<file path="config.mk">
export PLATFORM = sky130hd
export DESIGN_NAME = firefly_pulse_sync_step_core_flat
export DESIGN_NICKNAME = d
export VERILOG_FILES = /design/src/rtl/ffps_pkg.sv /design/src/rtl/ffps_if.sv /design/src/rtl/firefly_pulse_sync_step_core.sv /design/src/rtl/ffps_csr.sv /design/src/rtl/ffps_step.sv /design/src/flat_wrapper.sv
export VERILOG_INCLUDE_DIRS = /design/src /design/src/rtl
export SDC_FILE = /design/constraint.sdc
export NUM_CORES = 1
export LEC_CHECK = 0
export BUFFER_PORTS_ARGS = -buffer_cell sky130_fd_sc_hd__clkbuf_2
export CAP_MARGIN = 20
export CORE_MARGIN = 2
export CORE_UTILIZATION = 60
export DETAILED_ROUTE_END_ITERATION = 10
export PLACE_DENSITY_LB_ADDON = 0.08
export REMOVE_ABC_BUFFERS = 1
export SLEW_MARGIN = 20
export SYNTH_ARGS = -nofsm -noshare
export SYNTH_HDL_FRONTEND = slang
export SYNTH_SLANG_ARGS = --single-unit
</file>
<file path="constraint.sdc">
create_clock -name clock -period 20.5 [get_ports clock]
set_input_delay 2.05 -clock clock [delete_from_list [all_inputs] [get_ports clock]]
set_output_delay 2.05 -clock clock [all_outputs]
set_load 0.03 [all_outputs]
</file>
<file path="src/rtl/firefly_pulse_sync_step_core_macros.svh">
// Assertion macros shared by the firefly pulse sync step RTL.
`ifndef FIREFLY_PULSE_SYNC_STEP_CORE_MACROS_SVH
`define FIREFLY_PULSE_SYNC_STEP_CORE_MACROS_SVH

// Consequent must hold in the same cycle as the antecedent.
`define FFPS_ASSERT_SAME(label, clk, rst, ante, cons, msg) \
   label: assert property (@(posedge clk) disable iff (rst) (ante) |-> (cons)) \
      else $error(msg);

// Consequent must hold in the cycle after the antecedent.
`define FFPS_ASSERT_NEXT(label, clk, rst, ante, cons, msg) \
   label: assert property (@(posedge clk) disable iff (rst) (ante) |=> (cons)) \
      else $error(msg);

`endif

</file>
<file path="src/rtl/ffps_pkg.sv">
// Types, constants and the hue wheel function of the firefly pulse sync step block.
package ffps_pkg;

   localparam int unsigned CSR_INDEX_W = 3;
   localparam int unsigned CSR_DATA_W  = 16;

   localparam logic [CSR_INDEX_W-1:0] CSR_LIGHT_THRESHOLD   = 3'd0;
   localparam logic [CSR_INDEX_W-1:0] CSR_DAYLIGHT_LEVEL    = 3'd1;
   localparam logic [CSR_INDEX_W-1:0] CSR_FLASH_LEVEL       = 3'd2;
   localparam logic [CSR_INDEX_W-1:0] CSR_NEIGHBOR_KICK     = 3'd3;
   localparam logic [CSR_INDEX_W-1:0] CSR_BLIND_OTHER_TICKS = 3'd4;
   localparam logic [CSR_INDEX_W-1:0] CSR_BLIND_SELF_TICKS  = 3'd5;

   localparam logic [8:0]  RST_LIGHT_THRESHOLD   = 9'd20;
   localparam logic [7:0]  RST_DAYLIGHT_LEVEL    = 8'd240;
   localparam logic [15:0] RST_FLASH_LEVEL       = 16'd8000;
   localparam logic [8:0]  RST_NEIGHBOR_KICK     = 9'd400;
   localparam logic [15:0] RST_BLIND_OTHER_TICKS = 16'd800;
   localparam logic [15:0] RST_BLIND_SELF_TICKS  = 16'd100;

   // Power thresholds where the per-tick step shrinks.
   localparam logic [15:0] POWER_STEP8_ABOVE = 16'd2000;
   localparam logic [15:0] POWER_STEP4_ABOVE = 16'd3000;
   localparam logic [15:0] POWER_STEP2_ABOVE = 16'd4000;
   localparam logic [15:0] POWER_STEP1_ABOVE = 16'd6000;
   localparam logic [15:0] SYNC_WINDOW_LO    = 16'd2000;
   localparam logic [15:0] SYNC_WINDOW_HI    = 16'd7000;

   localparam logic [7:0] NERV_CAP_FROM   = 8'd158;
   localparam logic [7:0] NERV_MAX        = 8'd168;
   localparam logic [7:0] NERV_RISE       = 8'd10;
   localparam logic [7:0] NERV_FALL       = 8'd5;
   localparam logic [7:0] NERV_FLASH_FALL = 8'd3;
   localparam logic [7:0] HUE_BASE        = 8'd168;
   localparam logic [7:0] HUE_SEG_LEN     = 8'd42;
   localparam logic [7:0] HUE_FULL        = 8'd252;
   localparam logic [7:0] DAYLIGHT_GREEN  = 8'd32;

   typedef struct packed {
      logic [8:0]  light_threshold;
      logic [7:0]  daylight_level;
      logic [15:0] flash_level;
      logic [8:0]  neighbor_kick;
      logic [15:0] blind_other_ticks;
      logic [15:0] blind_self_ticks;
   } cfg_type;

   typedef struct packed {
      logic       daylight_seen;
      logic       flash_now;
      logic [7:0] red_level;
      logic [7:0] green_level;
      logic [7:0] blue_level;
      logic [7:0] nervous_level;
   } rsp_beat_type;

   typedef struct packed {
      logic [7:0] red;
      logic [7:0] green;
      logic [7:0] blue;
   } rgb_type;

   typedef enum logic [2:0] {
      SEG_RED_GREEN_UP,
      SEG_RED_DOWN,
      SEG_BLUE_UP,
      SEG_GREEN_DOWN,
      SEG_RED_UP,
      SEG_BLUE_DOWN
   } hue_seg_type;

   // 252-step hue wheel; hues from 252 up wrap into the first segment.
   function automatic rgb_type hue_to_rgb(input logic [7:0] hue);
      hue_seg_type seg;
      logic [7:0]  base;
      logic [5:0]  frac;
      logic [7:0]  ramp;
      logic [7:0]  down;
      rgb_type     c;
      if (hue < HUE_SEG_LEN) begin
         seg = SEG_RED_GREEN_UP; base = 8'd0;
      end else if (hue < 8'(2 * HUE_SEG_LEN)) begin
         seg = SEG_RED_DOWN;     base = HUE_SEG_LEN;
      end else if (hue < 8'(3 * HUE_SEG_LEN)) begin
         seg = SEG_BLUE_UP;      base = 8'(2 * HUE_SEG_LEN);
      end else if (hue < 8'(4 * HUE_SEG_LEN)) begin
         seg = SEG_GREEN_DOWN;   base = 8'(3 * HUE_SEG_LEN);
      end else if (hue < 8'(5 * HUE_SEG_LEN)) begin
         seg = SEG_RED_UP;       base = 8'(4 * HUE_SEG_LEN);
      end else if (hue < HUE_FULL) begin
         seg = SEG_BLUE_DOWN;    base = 8'(5 * HUE_SEG_LEN);
      end else begin
         seg = SEG_RED_GREEN_UP; base = HUE_FULL;
      end
      frac = 6'(hue - base);
      ramp = 8'({2'b00, frac} * 8'd6);
      down = HUE_FULL - ramp;
      unique case (seg)
         SEG_RED_GREEN_UP: c = '{red: HUE_FULL, green: ramp,     blue: 8'd0};
         SEG_RED_DOWN:     c = '{red: down,     green: HUE_FULL, blue: 8'd0};
         SEG_BLUE_UP:      c = '{red: 8'd0,     green: HUE_FULL, blue: ramp};
         SEG_GREEN_DOWN:   c = '{red: 8'd0,     green: down,     blue: HUE_FULL};
         SEG_RED_UP:       c = '{red: ramp,     green: 8'd0,     blue: HUE_FULL};
         SEG_BLUE_DOWN:    c = '{red: HUE_FULL, green: 8'd0,     blue: down};
         default:          c = '{red: HUE_FULL, green: ramp,     blue: 8'd0};
      endcase
      return c;
   endfunction

endpackage

</file>
<file path="src/rtl/ffps_if.sv">
// Handshake interfaces for the light sample and result channels.
interface ffps_req_if;
   logic       valid;
   logic       ready;
   logic [7:0] light_sample;

   modport source (output valid, output light_sample, input ready);
   modport sink (input valid, input light_sample, output ready);
endinterface

interface ffps_rsp_if;
   logic       valid;
   logic       ready;
   logic       daylight_seen;
   logic       flash_now;
   logic [7:0] red_level;
   logic [7:0] green_level;
   logic [7:0] blue_level;
   logic [7:0] nervous_level;

   modport source (output valid, output daylight_seen, output flash_now, output red_level,
                   output green_level, output blue_level, output nervous_level, input ready);
   modport sink (input valid, input daylight_seen, input flash_now, input red_level,
                 input green_level, input blue_level, input nervous_level, output ready);
endinterface

</file>
<file path="src/rtl/firefly_pulse_sync_step_core.sv">
// Top level of the firefly pulse sync step block: input register, registers and step logic.
//
// This block is one pulse-coupled firefly oscillator. Each beat on the request channel
// carries one light sample, and each produces exactly one beat on the response channel
// with the daylight flag, the own-flash flag, the flash color and the nervousness after
// the update. An accepted sample is first held in an input register; from there, once the
// result register is free, the oscillator update (power step, neighbor-flash check with
// boost, flash compare and hue wheel) is done in one pass of logic into the result
// register, which then presents the response. While responses are taken, one sample can
// be accepted in every cycle; the sustained rate is one beat per cycle, set by that
// single update pass, which also carries the state from one sample to the
// next. The response register lets a new sample enter while a finished result still
// waits to be taken, and a stalled response backs up into the input register before the
// request channel stalls. Configuration registers are written on the csr_ port (index 0
// light threshold, 1 daylight level, 2 flash level, 3 power added on a neighbor flash,
// 4 blind ticks after a neighbor flash, 5 blind ticks after an own flash; other indexes
// are ignored) and should be written only while the block is idle.
module firefly_pulse_sync_step_core (
   input  logic                                 clock,
   input  logic                                 reset,
   ffps_req_if.sink                             req_chan,
   ffps_rsp_if.source                           rsp_chan,
   input  logic                                 csr_we,
   input  logic [ffps_pkg::CSR_INDEX_W-1:0]     csr_index,
   input  logic [ffps_pkg::CSR_DATA_W-1:0]      csr_wdata
);
   import ffps_pkg::*;

   cfg_type      cfg;
   rsp_beat_type rsp_beat;
   logic         step_ready;

   // Input register holding one accepted sample until the step logic takes it.
   logic         in_valid_ff;
   logic         in_valid_in;
   logic [7:0]   sample_ff;
   logic         req_accept;

   // The slot is free when empty or when its sample moves on in this cycle.
   assign req_chan.ready = !in_valid_ff || step_ready;
   assign req_accept     = req_chan.valid && req_chan.ready;
   assign in_valid_in    = req_accept || (in_valid_ff && !step_ready);

   always_ff @(posedge clock) begin
      if (reset) begin
         in_valid_ff <= 1'b0;
      end else begin
         in_valid_ff <= in_valid_in;
      end
   end

   always_ff @(posedge clock) begin
      if (req_accept) begin
         sample_ff <= req_chan.light_sample;
      end
   end

   ffps_csr u_csr (
      .clock     (clock),
      .reset     (reset),
      .csr_we    (csr_we),
      .csr_index (csr_index),
      .csr_wdata (csr_wdata),
      .cfg       (cfg)
   );

   ffps_step u_step (
      .clock       (clock),
      .reset       (reset),
      .cfg         (cfg),
      .item_valid  (in_valid_ff),
      .item_sample (sample_ff),
      .item_ready  (step_ready),
      .rsp_valid   (rsp_chan.valid),
      .rsp_ready   (rsp_chan.ready),
      .rsp_beat    (rsp_beat)
   );

   // Result fields go straight from the result register to the channel.
   assign rsp_chan.daylight_seen = rsp_beat.daylight_seen;
   assign rsp_chan.flash_now     = rsp_beat.flash_now;
   assign rsp_chan.red_level     = rsp_beat.red_level;
   assign rsp_chan.green_level   = rsp_beat.green_level;
   assign rsp_chan.blue_level    = rsp_beat.blue_level;
   assign rsp_chan.nervous_level = rsp_beat.nervous_level;
endmodule

</file>
<file path="src/rtl/ffps_csr.sv">
// Configuration register file of the firefly pulse sync step block.
module ffps_csr (
   input  logic                                 clock,
   input  logic                                 reset,
   input  logic                                 csr_we,
   input  logic [ffps_pkg::CSR_INDEX_W-1:0]     csr_index,
   input  logic [ffps_pkg::CSR_DATA_W-1:0]      csr_wdata,
   output ffps_pkg::cfg_type                    cfg
);
   import ffps_pkg::*;

   cfg_type cfg_ff;
   cfg_type cfg_in;

   always_comb begin
      cfg_in = cfg_ff;
      if (csr_we) begin
         unique case (csr_index)
            CSR_LIGHT_THRESHOLD:   cfg_in.light_threshold   = csr_wdata[8:0];
            CSR_DAYLIGHT_LEVEL:    cfg_in.daylight_level    = csr_wdata[7:0];
            CSR_FLASH_LEVEL:       cfg_in.flash_level       = csr_wdata;
            CSR_NEIGHBOR_KICK:     cfg_in.neighbor_kick     = csr_wdata[8:0];
            CSR_BLIND_OTHER_TICKS: cfg_in.blind_other_ticks = csr_wdata;
            CSR_BLIND_SELF_TICKS:  cfg_in.blind_self_ticks  = csr_wdata;
            default: ;
         endcase
      end
   end

   always_ff @(posedge clock) begin
      if (reset) begin
         cfg_ff.light_threshold   <= RST_LIGHT_THRESHOLD;
         cfg_ff.daylight_level    <= RST_DAYLIGHT_LEVEL;
         cfg_ff.flash_level       <= RST_FLASH_LEVEL;
         cfg_ff.neighbor_kick     <= RST_NEIGHBOR_KICK;
         cfg_ff.blind_other_ticks <= RST_BLIND_OTHER_TICKS;
         cfg_ff.blind_self_ticks  <= RST_BLIND_SELF_TICKS;
      end else begin
         cfg_ff <= cfg_in;
      end
   end

   assign cfg = cfg_ff;
endmodule

</file>
<file path="src/rtl/ffps_step.sv">
// Oscillator state, per-tick update logic and result register.
`include "firefly_pulse_sync_step_core_macros.svh"
module ffps_step (
   input  logic                       clock,
   input  logic                       reset,
   input  ffps_pkg::cfg_type          cfg,
   input  logic                       item_valid,
   input  logic [7:0]                 item_sample,
   output logic                       item_ready,
   output logic                       rsp_valid,
   input  logic                       rsp_ready,
   output ffps_pkg::rsp_beat_type     rsp_beat
);
   import ffps_pkg::*;

   logic [15:0]  power_ff;
   logic [15:0]  power_in;
   logic [15:0]  blind_ff;
   logic [15:0]  blind_in;
   logic [7:0]   nerv_ff;
   logic [7:0]   nerv_in;
   logic         rsp_valid_ff;
   logic         rsp_valid_in;
   rsp_beat_type rsp_beat_ff;
   rsp_beat_type rsp_beat_in;

   logic         fire;
   logic [4:0]   step;
   logic [15:0]  power_stepped;
   logic [15:0]  power_boosted;
   logic [7:0]   nerv_mid;
   logic         day;
   logic         neighbour;
   logic         flash;
   rgb_type      colour;

   assign item_ready = !rsp_valid_ff || rsp_ready;
   assign fire       = item_valid && item_ready;

   always_comb begin
      if (power_ff > POWER_STEP1_ABOVE) begin
         step = 5'd1;
      end else if (power_ff > POWER_STEP2_ABOVE) begin
         step = 5'd2;
      end else if (power_ff > POWER_STEP4_ABOVE) begin
         step = 5'd4;
      end else if (power_ff > POWER_STEP8_ABOVE) begin
         step = 5'd8;
      end else begin
         step = 5'd16;
      end
      power_stepped = power_ff + {11'd0, step};

      day       = (blind_ff == 16'd0) && (item_sample > cfg.daylight_level);
      neighbour = (blind_ff == 16'd0) && !day && ({1'b0, item_sample} > cfg.light_threshold);

      nerv_mid      = nerv_ff;
      power_boosted = power_stepped;
      blind_in      = blind_ff;
      if (blind_ff != 16'd0) begin
         blind_in = blind_ff - 16'd1;
      end
      if (neighbour) begin
         if (power_stepped > SYNC_WINDOW_LO && power_stepped < SYNC_WINDOW_HI) begin
            nerv_mid = (nerv_ff >= NERV_CAP_FROM) ? NERV_MAX : nerv_ff + NERV_RISE;
         end else if (nerv_ff > NERV_FALL) begin
            nerv_mid = nerv_ff - NERV_FALL;
         end
         power_boosted = power_stepped + {7'd0, cfg.neighbor_kick};
         blind_in      = cfg.blind_other_ticks;
      end

      flash    = power_boosted > cfg.flash_level;
      colour   = hue_to_rgb(HUE_BASE - nerv_mid);
      power_in = power_boosted;
      nerv_in  = nerv_mid;
      if (flash) begin
         power_in = 16'd0;
         blind_in = cfg.blind_self_ticks;
         if (nerv_mid > NERV_FLASH_FALL) begin
            nerv_in = nerv_mid - NERV_FLASH_FALL;
         end
      end

      rsp_beat_in.daylight_seen = day;
      rsp_beat_in.flash_now     = flash;
      rsp_beat_in.red_level     = flash ? colour.red : 8'd0;
      rsp_beat_in.green_level   = flash ? colour.green : (day ? DAYLIGHT_GREEN : 8'd0);
      rsp_beat_in.blue_level    = flash ? colour.blue : 8'd0;
      rsp_beat_in.nervous_level = nerv_in;

      rsp_valid_in = fire || (rsp_valid_ff && !rsp_ready);
   end

   always_ff @(posedge clock) begin
      if (reset) begin
         power_ff     <= 16'd0;
         blind_ff     <= 16'd0;
         nerv_ff      <= 8'd0;
         rsp_valid_ff <= 1'b0;
      end else begin
         rsp_valid_ff <= rsp_valid_in;
         if (fire) begin
            power_ff <= power_in;
            blind_ff <= blind_in;
            nerv_ff  <= nerv_in;
         end
      end
   end

   always_ff @(posedge clock) begin
      if (fire) begin
         rsp_beat_ff <= rsp_beat_in;
      end
   end

   assign rsp_valid = rsp_valid_ff;
   assign rsp_beat  = rsp_beat_ff;

   `FFPS_ASSERT_SAME(a_nerv_range, clock, reset, 1'b1, nerv_ff <= NERV_MAX,
                     "nervousness above cap")
   `FFPS_ASSERT_NEXT(a_flash_clears_power, clock, reset, fire && flash, power_ff == 16'd0,
                     "power not cleared after flash")
   `FFPS_ASSERT_NEXT(a_flash_sets_blind, clock, reset, fire && flash,
                     blind_ff == $past(cfg.blind_self_ticks),
                     "blind count not reloaded after flash")
   `FFPS_ASSERT_SAME(a_flash_full_channel, clock, reset,
                     rsp_valid_ff && rsp_beat_ff.flash_now,
                     rsp_beat_ff.red_level == HUE_FULL || rsp_beat_ff.green_level == HUE_FULL ||
                     rsp_beat_ff.blue_level == HUE_FULL,
                     "flash colour lacks a full channel")
endmodule
</file>
<file path="src/flat_wrapper.sv">
// flat-port wrapper written by rule: the top's interface ports become plain ports
module firefly_pulse_sync_step_core_flat import ffps_pkg::*;
  (clock, reset, csr_we, csr_index, csr_wdata, req_chan_valid, req_chan_light_sample, req_chan_ready, rsp_chan_valid, rsp_chan_daylight_seen, rsp_chan_flash_now, rsp_chan_red_level, rsp_chan_green_level, rsp_chan_blue_level, rsp_chan_nervous_level, rsp_chan_ready);
  ffps_req_if req_chan_i ();
  ffps_rsp_if rsp_chan_i ();
  input  logic clock;
  input  logic reset;
  input  logic csr_we;
  input  logic [ffps_pkg::CSR_INDEX_W-1:0] csr_index;
  input  logic [ffps_pkg::CSR_DATA_W-1:0] csr_wdata;
  input wire logic [$bits(req_chan_i.valid)-1:0] req_chan_valid;
  input wire logic [$bits(req_chan_i.light_sample)-1:0] req_chan_light_sample;
  output wire logic [$bits(req_chan_i.ready)-1:0] req_chan_ready;
  output wire logic [$bits(rsp_chan_i.valid)-1:0] rsp_chan_valid;
  output wire logic [$bits(rsp_chan_i.daylight_seen)-1:0] rsp_chan_daylight_seen;
  output wire logic [$bits(rsp_chan_i.flash_now)-1:0] rsp_chan_flash_now;
  output wire logic [$bits(rsp_chan_i.red_level)-1:0] rsp_chan_red_level;
  output wire logic [$bits(rsp_chan_i.green_level)-1:0] rsp_chan_green_level;
  output wire logic [$bits(rsp_chan_i.blue_level)-1:0] rsp_chan_blue_level;
  output wire logic [$bits(rsp_chan_i.nervous_level)-1:0] rsp_chan_nervous_level;
  input wire logic [$bits(rsp_chan_i.ready)-1:0] rsp_chan_ready;
  assign req_chan_i.valid = req_chan_valid;
  assign req_chan_i.light_sample = req_chan_light_sample;
  assign req_chan_ready = req_chan_i.ready;
  assign rsp_chan_valid = rsp_chan_i.valid;
  assign rsp_chan_daylight_seen = rsp_chan_i.daylight_seen;
  assign rsp_chan_flash_now = rsp_chan_i.flash_now;
  assign rsp_chan_red_level = rsp_chan_i.red_level;
  assign rsp_chan_green_level = rsp_chan_i.green_level;
  assign rsp_chan_blue_level = rsp_chan_i.blue_level;
  assign rsp_chan_nervous_level = rsp_chan_i.nervous_level;
  assign rsp_chan_i.ready = rsp_chan_ready;
  firefly_pulse_sync_step_core u_core (.clock(clock), .reset(reset), .req_chan(req_chan_i), .rsp_chan(rsp_chan_i), .csr_we(csr_we), .csr_index(csr_index), .csr_wdata(csr_wdata));
endmodule
</file>
; Word-level counts from Yosys, hierarchy flattened
; Cells that the tools add are included.
[totals]
ff_bits = 158
[op_classes]
eq_ne = 10
reduce_logical = 28
mux = 30
magnitude_cmp = 18
addsub = 9
multipliers = 1
[ops]
columns = cell, n
row1 = one-hot mux 24 bit (5 select lines), 1
row2 = two-way mux 16 bit, 5
row3 = two-way mux 8 bit, 7
row4 = two-way mux 6 bit, 7
row5 = greater-than comparator 16 x 11 -> 1 bit (second input constant), 2
row6 = greater-than comparator 16 x 12 -> 1 bit (second input constant), 2
row7 = less-than comparator 8 bit (second input constant), 3
row8 = two-way mux 5 bit, 4
row9 = two-way mux 3 bit, 6
row10 = adder 16 x 5 -> 16 bit, 1
row11 = adder 16 x 9 -> 16 bit, 1
row12 = greater-than comparator 16 x 13 -> 1 bit (second input constant), 1
row13 = greater-than comparator 16 bit, 1
row14 = logical NOT 16 bit, 1
row15 = less-than comparator 16 x 13 -> 1 bit (second input constant), 1
row16 = less-than comparator 8 x 7 -> 1 bit (second input constant), 2
row17 = nonzero test 16 bit, 1
row18 = subtractor 16 x 1 -> 16 bit (second input constant), 1
row19 = subtractor 8 bit (first input constant), 2
row20 = AND reduction 2 bit, 7
row21 = == test 3 x 2 -> 1 bit (second input constant), 4
row22 = == test 3 bit (second input constant), 4
row23 = greater-than comparator 8 x 9 -> 1 bit, 1
row24 = adder 8 x 4 -> 8 bit (second input constant), 1
row25 = 15 further kinds, 30

; Longest topological paths before layout
; Gate-level depths: netlist (run 1).
[logic_depth]
depth_word = 23
mapped_depth = 42
depth_no_buf = 41

; Cells and area by module
; A second synthesis (run 1) with hierarchy kept.
[hier_totals]
cells_unflattened = 1206
hier_area_um2 = 10395.0
[modules_own_cells]
columns = module, seq_area_each_um2, area_per_inst_um2, n_inst, cells_per_inst
row1 = ffps_step, 1751.7, 7106.8, 1, 911
row2 = ffps_csr, 1481.4, 2992.9, 1, 282
row3 = firefly_pulse_sync_step_core, 260.2, 295.3, 1, 13

; Worst setup path before layout (run 1)
; No wires, ideal clock.
[synth_timing]
path_kind = register to register
startpoint = register u_core.u_step.power_ff[1]
endpoint = register u_core.u_step.rsp_beat_ff, in the netlist u_core.u_step.rsp_beat[15], data pin
n_path_buf = 3
path_stages_with_launch = 39
required_time_ps = 20350
setup_slack_ps = 11770
setup_ps = 150
t_arrival_ps = 8580
period_less_slack_ps = 8730
cell_sequence = dfxtp_1 > or3_1 > or2_2 > a311o_1 > a21o_1 > ha_1 > fa_1 > a21o_1 > a21oi_1 > xnor2_1 > and3b_1 > nor4_1 > a22o_1 > buf_4 > nand2_2 > a2bb2oi_1 > clkbuf_1 > ha_1 > [... 3 more ...] > a211oi_1 > nor3_2 > nand3_1 > o21ai_0 > ha_1 > inv_1 > fa_1 > a21o_1 > a21oi_1 > xnor2_1 > xnor2_1 > xnor2_1 > ha_1 > a21oi_1 > xnor2_1 > xor2_2 > or4b_1 > o211ai_2
[synth_between]
elab_chain_cells = 22
elab_cells_between_ends = 45
cone_classes = add/sub: 5 / mul: 1 / order compare: 13 / eq/ne: 5 / mux: 20 / reduce/logical: 1
[synth_rtl]
columns = element, line
row1 = "start, declared", ffps_step.sv:16  ; logic [15:0] power_ff;
row2 = "start signal, assigned", ffps_step.sv:104  ; power_ff <= power_in;
row3 = greater-than comparator 16 x 11 -> 1 bit, ffps_step.sv:47  ; end else if (power_ff > POWER_STEP8_ABOVE) begin
row4 = two-way mux 5 bit, ffps_step.sv:47
row5 = two-way mux 5 bit, ffps_step.sv:45  ; end else if (power_ff > POWER_STEP4_ABOVE) begin
row6 = two-way mux 5 bit, ffps_step.sv:43  ; end else if (power_ff > POWER_STEP2_ABOVE) begin
row7 = two-way mux 5 bit, ffps_step.sv:41  ; if (power_ff > POWER_STEP1_ABOVE) begin
row8 = adder 16 x 5 -> 16 bit (*), ffps_step.sv:52  ; power_stepped = power_ff + {11'd0, step};
row9 = greater-than comparator 16 x 11 -> 1 bit / less-than comparator 16 x 13 -> 1 bit (equally long branches), ffps_step.sv:64  ; if (power_stepped > SYNC_WINDOW_LO && power_stepped < SYNC_WINDOW_HI) begin
row10 = logical AND 1 bit, ffps_step.sv:64
row11 = [... 6 more ...], n/a
row12 = two-way mux 6 bit, ffps_pkg.sv:86  ; end else if (hue < 8'(4 * HUE_SEG_LEN)) begin
row13 = two-way mux 6 bit, ffps_pkg.sv:84  ; end else if (hue < 8'(3 * HUE_SEG_LEN)) begin
row14 = two-way mux 6 bit, ffps_pkg.sv:82  ; end else if (hue < 8'(2 * HUE_SEG_LEN)) begin
row15 = two-way mux 6 bit, ffps_pkg.sv:80  ; if (hue < HUE_SEG_LEN) begin
row16 = subtractor 6 bit, ffps_pkg.sv:95  ; frac = 6'(hue - base);
row17 = multiplier 6 x 2 -> 7 bit, ffps_pkg.sv:96  ; ramp = 8'({2'b00, frac} * 8'd6);
row18 = subtractor 8 bit, ffps_pkg.sv:97  ; down = HUE_FULL - ramp;
row19 = one-hot mux 24 bit (5 select lines), ffps_pkg.sv:98  ; unique case (seg)
row20 = "end signal, assigned", ffps_step.sv:113  ; rsp_beat_ff <= rsp_beat_in;
row21 = "end, declared", ffps_step.sv:24  ; rsp_beat_type rsp_beat_ff;
; Every way passes the cells marked *; elsewhere a longest branch is shown, timed or not.
; A chain may end at the register's enable or synchronous reset.

; Worst setup path in the final report (run 1)
; Same ends and word-level chain as after synthesis.

==> flow_metrics.env, run 1 <==
export IMPL_gp_congestion=0.977
export IMPL_cp_arrival_ns=10.31
export IMPL_synth_area_leader_cell="dfxtp_1"
export IMPL_finalHoldViolCount=0
export IMPL_grt_pass1_wl_um=44500
export IMPL_wl_per_cell_um=17.9
export IMPL_setup_tns_ns=0
export IMPL_tightest_slew_ns=1.01
export IMPL_syn_area_sq_mm=0.0104
export IMPL_postCtsSetupBuffers=0
export IMPL_drive_gt1_share_pct=12.2
export IMPL_avgViaCountPerCell=6.11
export IMPL_num_fill_cells=1472
export IMPL_cts_tree="done"
export IMPL_dr_pass1_iters=6
export IMPL_dieArea_sq_mm=0.0184
export IMPL_synth_fa_ha_area_share_pct=8.49
export IMPL_clock_path_buffers=2
export IMPL_critPathTopFamily="compound AO/OA/AOI/OAI gates"
export IMPL_p_per_area_mw_per_mm2=83.8
export IMPL_fin_crit_ns=10.03
export IMPL_cellLeakagePower_nw=4.52
export IMPL_area_delta_synth_final_pct=10.2
export IMPL_p_switching_w=0.000330
export IMPL_nNetsFinal=1403
export IMPL_routed_wl_um=27500
export IMPL_postCtsHoldBufs=0
export IMPL_endpoint_kind="register"
export IMPL_status="complete, no violations"
export IMPL_die_w_um=135
export IMPL_synthArstFlopShare_pct=0
export IMPL_ys_seq_area_share_pct=33.7
export IMPL_setup_viol_count_final=0
export IMPL_port_buffers=64
export IMPL_antenna_found_initial=0
export IMPL_dpl_hpwl_um=19500
export IMPL_clock_fmax_mhz=99.7
export IMPL_utilization_pct=66.8
export IMPL_multi_input_area_sq_mm=0.00638
export IMPL_yosys_warnings=0
export IMPL_slew_headroom_pct=30.8
export IMPL_antenna_cells=0
export IMPL_cts_sink_count=155
export IMPL_synth_top_family_by_area="compound AO/OA/AOI/OAI gates"
export IMPL_yosys_area_share_simple_pct=22.7
export IMPL_synth_top_area_share_pct=22.4
export IMPL_peakVddDrop_v=0.000151
export IMPL_synth_distinct_cells=100
export IMPL_grt_usage_pct=30.6
export IMPL_cp_num_buf_inv=1
export IMPL_overflow=0
export IMPL_fin_crit_sh_pct=48.9
export IMPL_synth_edff_count=39
export IMPL_max_stage_delay_ns=0.48
export IMPL_worstSkewPairLatency_ns=0.44
export IMPL_drt_iter0_markers=827
export IMPL_layout_commonest_cell="nand2_1"
export IMPL_seqCellArea_sq_mm=0.00349
export IMPL_switching_share_pct=34.5
export IMPL_grt_max_degree=85
export IMPL_hold_path_class="register to register"
export IMPL_p_int_w=0.000628
export IMPL_cts_resized=0
export IMPL_htreeDepth=4
export IMPL_report_final_slew_viol_count=0
export IMPL_initial_utilization_pct=60.6
export IMPL_syn_area_per_cell_sq_um=8.12
export IMPL_synthXorXnorAreaFrac_pct=5.64
export IMPL_worst_path_max_fanout=12
export IMPL_detail_route_antenna_nets=0
export IMPL_pwr_share_clk_pct=35.9
export IMPL_rsz0062_at_grt="no"
export IMPL_die_height_um=135
export IMPL_core_area_sq_mm=0.0171
export IMPL_cts_root_buf="clkbuf_16"
export IMPL_numCtsBuffers=17
export IMPL_path_class="register to register"
export IMPL_fin_skew_ns=0.0145
export IMPL_p_comb_share_pct=29.0
export IMPL_start_kind="register"
export IMPL_synthCells=1278
export IMPL_drc=0
export IMPL_vias=9418
export IMPL_ioPinCount=68
export IMPL_ys_ff_latch=155
export IMPL_worstPathRequired_ns=20.78
export IMPL_clk_pin_slew_ns=0.07
export IMPL_power_frac_seq_pct=35.1
export IMPL_final_cell_mix="210 x nand2_1, 137 x a21oi_1, 116 x dfxtp_1"
export IMPL_worst_path_max_delay_cell="nor2_2"
export IMPL_cap_violations=0
export IMPL_synth_area_mux_share_pct=1.09
export IMPL_synthTopCellsByArea="dfxtp_1 22%, edfxtp_1 11%, ha_1 7.7%"
export IMPL_synth_flop_cell="dfxtp_1"
export IMPL_first_global_vias=8817
export IMPL_row_count=48
export IMPL_synth_compound_area_share_pct=23.3
## Yosys cell counts (all sizes together) (21+ instances only)
cell type / number
nand2: 214
o21ai: 50
clkbuf: 52
a211oi: 23
edfxtp: 39
ha: 64
nor3: 30
nand3: 34
dfxtp: 116
xnor2: 43
a21oi: 140
nor2: 101
inv: 61
nand4: 21
## power by group through the flow
stage / sequential, W / combinational, W / clock, W
finish: 0.000336 / 0.000278 / 0.000344
global route: 0.000337 / 0.000307 / 0.000359
CTS: 0.000336 / 0.000274 / 0.000347
detailed placement: 0.000342 / 0.000271 / 0
global placement: 0.000342 / 0.000267 / 0
floorplan: 0.000345 / 0.000201 / 0
## tightest hold or removal path, stage by stage (launching register included)
cell and delay (ns):
dfxtp_1 0.31, nand2_1 0.05, a21oi_1 0.05
## through the flow
stage	cells	worst slack [ns]	hold WS (ns)	area [sq um]	total power [W]
floorplan	1210	11.53	0.430	10100	0.000546
global placement	1509	11.08	0.442	10800	0.000609
detailed placement	1509	10.71	0.447	10800	0.000613
CTS	1541	10.65	0.457	11400	0.000957
global route	1541	9.65	0.469	11400	0.00100
finish	1541	10.47	0.455	11400	0.000958
## cell families (layout without fill, tap and decap cells)
kind of cell	after synthesis	in the layout
compound gates	357	357
xor+xnor	63	63
fa+ha+maj	68	68
buf+inv	132	168
flops	155	155
mux	9	9
other cells	1	3
simple gates	493	493
## flip-flops by register name, indices dropped and copies added, names as in the netlist
| signal | cells |
|---|---|
| u_core.u_csr.cfg | 74 |
| u_core.u_step.rsp_beat | 31 |
| u_core.u_step.blind_ff | 16 |
| u_core.u_step.power_ff | 16 |
| u_core.sample_ff | 8 |
| u_core.u_step.nerv_ff | 8 |
| u_core.in_valid_ff | 1 |
| u_core.u_step.rsp_valid | 1 |
## routing by layer
layer	share of wire [%]	up-vias	GRT usage (%)
met1	44	4447	39.9
met2	48	292	50.3
li1	-	4628	-
met5	0	-	0
met3	6.3	51	6.29
met4	2.4	0	11.2
## worst paths after layout
path | start | to | slack [ns] | cells past startpoint
worst max-delay path | u_core.u_step.power_ff[1] | u_core.u_step.rsp_beat[15] | 10.47 | 38
worst min-delay path | u_core.u_csr.cfg[46] | u_core.u_csr.cfg[46] | 0.45 | 2
worst max register to register | u_core.u_step.power_ff[1] | u_core.u_step.rsp_beat[15] | 10.47 | 38
worst min register to register | u_core.u_csr.cfg[46] | u_core.u_csr.cfg[46] | 0.45 | 2
## area by class of cell
type / count / area share [%]
clock buffer: 20 / 4.19
tap: 225 / 2.46
inverter: 62 / 2.04
sequential: 155 / 30.6
multi-input combinational: 993 / 55.8
clock inverter: 12 / 1.44
timing repair buffer: 74 / 3.48
Note: power is estimated with default switching activity, not from simulation.
==> run 2, diff against run 1 <==
==> constraint.sdc (replaced) <==
create_clock -name clock -period 9.85 [get_ports clock]
set_input_delay 0.985 -clock clock [delete_from_list [all_inputs] [get_ports clock]]
set_output_delay 0.985 -clock clock [all_outputs]
set_load 0.03 [all_outputs]
==> run 2 against run 1 <==
Effect of this change: routed wire length is 0.48% lower; setup slack lost 9.8 ns; sequential power grew 110%; count of clock-buffer cells in the layout is 1 lower; first-iteration DRC count down 7.7%; final area grew 0.54%; non-clock buffer count rose by 9; hold slack got worse by 0.00053 ns; critical path depth grew 2; register-to-register slack lost 9.8 ns; largest power group is now registers; combinational power rose by 120%; fmax is 8.8% higher; critical path type unchanged.
==> flow_metrics.env, run 2 (synthesis results as in run 1) <==
export IMPL_cts_sink_count=155
export IMPL_path_class="register to register"
export IMPL_worst_path_max_fanout=12
export IMPL_die_height_um=135
export IMPL_setup_viol_count_final=0
export IMPL_drt_iter0_markers=763
export IMPL_antenna_cells=0
export IMPL_die_w_um=135
export IMPL_ioPinCount=68
export IMPL_hold_path_class="register to register"
export IMPL_dieArea_sq_mm=0.0184
export IMPL_fin_crit_sh_pct=93.6
export IMPL_endpoint_kind="register"
export IMPL_slew_headroom_pct=26.8
export IMPL_min_to="u_core.u_csr.cfg[70]"
export IMPL_max_stage_delay_ns=0.49
export IMPL_ff2ff_path_depth=40
export IMPL_worstSkewPairLatency_ns=0.44
export IMPL_postCtsHoldBufs=0
export IMPL_start_kind="register"
export IMPL_grt_pass1_wl_um=44200
export IMPL_rrSetupSlack_ns=0.63
export IMPL_numCtsBuffers=17
export IMPL_final_cell_mix="210 x nand2_1, 137 x a21oi_1, 116 x dfxtp_1"
export IMPL_grt_max_degree=67
export IMPL_rsz0062_at_grt="no"
export IMPL_wl_per_cell_um=17.7
export IMPL_met2_usage_pct=51.3
export IMPL_grt_usage_pct=30.3
export IMPL_port_buffers=64
export IMPL_detail_route_antenna_nets=0
export IMPL_critPathTopFamily="compound AO/OA/AOI/OAI gates"
export IMPL_drive_gt1_share_pct=13.4
export IMPL_cts_root_buf="clkbuf_16"
export IMPL_clock_path_buffers=2
export IMPL_worst_path_max_delay_cell="or4b_1"
export IMPL_layout_commonest_cell="nand2_1"
export IMPL_num_fill_cells=1483
export IMPL_htreeDepth=4
export IMPL_area_delta_synth_final_pct=10.8
export IMPL_drc=0
export IMPL_tightest_slew_ns=1.09
export IMPL_fin_skew_ns=0.0117
export IMPL_top_usage_layer="met2"
export IMPL_cts_tree="done"
export IMPL_row_count=48
export IMPL_finalHoldViolCount=0
export IMPL_overflow=0
export IMPL_cellLeakagePower_nw=4.55
export IMPL_peakVddDrop_v=0.000124
export IMPL_report_final_slew_viol_count=0
export IMPL_status="complete, no violations"
export IMPL_antenna_found_initial=0
export IMPL_rr_startpoint="u_core.u_step.power_ff[1]"
export IMPL_fin_crit_ns=9.22
export IMPL_clk_pin_slew_ns=0.07
export IMPL_cp_num_buf_inv=5
export IMPL_rr_endpoint="u_core.u_step.rsp_beat[15]"
export IMPL_cap_violations=0
export IMPL_dpl_hpwl_um=19400
export IMPL_fin_ws_ns=0.631
export IMPL_core_area_sq_mm=0.0171
export IMPL_vias=9540
export IMPL_initial_utilization_pct=60.6
export IMPL_worstHoldStart="u_core.u_csr.cfg[70]"
export IMPL_cp_num_cells=40
export IMPL_gp_congestion=0.927
export IMPL_finalHoldWorstSlack_ns=0.454
export IMPL_utilization_pct=67.2
export IMPL_routed_wl_um=27400
export IMPL_avgViaCountPerCell=6.15
export IMPL_worstPathRequired_ns=10.13
export IMPL_hold_depth=2
export IMPL_clock_fmax_mhz=108
export IMPL_use_met1_pct=39.8
export IMPL_nNetsFinal=1412
export IMPL_dp_slack_ns=0.433
export IMPL_setup_tns_ns=0
export IMPL_grt_util_met3_pct=4.75
export IMPL_dr_pass1_iters=5
export IMPL_largest_register_ff_count=74
export IMPL_first_global_vias=8788
export IMPL_cp_arrival_ns=9.50
export IMPL_p_per_area_mw_per_mm2=171
==> run 2: how the worst max path moves through the flow <==
stage                               from                          to  slack [ns]
6_report       u_core.u_step.power_ff[1]  u_core.u_step.rsp_beat[15]        0.63
3_5_place_dp   u_core.u_step.power_ff[1]  u_core.u_step.rsp_beat[15]        0.43
4_1_cts        u_core.u_step.power_ff[1]  u_core.u_step.rsp_beat[15]        0.33
3_3_place_gp   u_core.u_step.power_ff[1]  u_core.u_step.rsp_beat[15]        0.76
2_1_floorplan  u_core.u_step.power_ff[1]  u_core.u_step.rsp_beat[15]        0.88
5_1_grt        u_core.u_step.power_ff[1]  u_core.u_step.rsp_beat[15]        0.06
==> run 2: metal layers <==
metal	up-vias	wire [um]
li1	4633	-
met1	4542	12100
met2	322	13300
met3	43	1520
met4	0	459
met5	-	0
==> run 2: worst min-delay path, cell delays in order, from the launching register on <==
cell,delay (ns)
dfxtp_1,0.31
nand2_1,0.05
a21oi_1,0.05
==> run 2: area by class of cell <==
class	instances	area (sq um)	share of cell area (%)
clock buffers	19	464	4.04
flip-flops and latches	155	3490	30.4
well taps	225	282	2.45
clock inverters	13	129	1.12
repair buffers	83	465	4.05
multi-input cells	993	6430	55.9
inverters	62	233	2.02
==> run 2: metrics by stage <==
step                      area (sq um)  total power [W]  cells
after floorplan                  10100          0.00114   1210
after global placement           10800          0.00128   1514
after detailed placement         10800          0.00129   1514
after CTS                        11400          0.00195   1546
after global routing             11500          0.00206   1550
final                            11500          0.00197   1550
==> run 2: what timing repair did <==
item                       in CTS  in global routing
resized for setup               0                  8
buffers inserted                0                  4
setup endpoints to repair       0                  7
==> run 2: where the power goes <==
group	total (W)	leakage [nW]	internal (W)	switching (W)
clock	0.000664	0.285	0.000375	0.000289
sequential	0.000699	1.32	0.000677	0.0000225
combinational	0.000605	2.94	0.000233	0.000372
total	0.00197	4.55	0.00128	0.000684
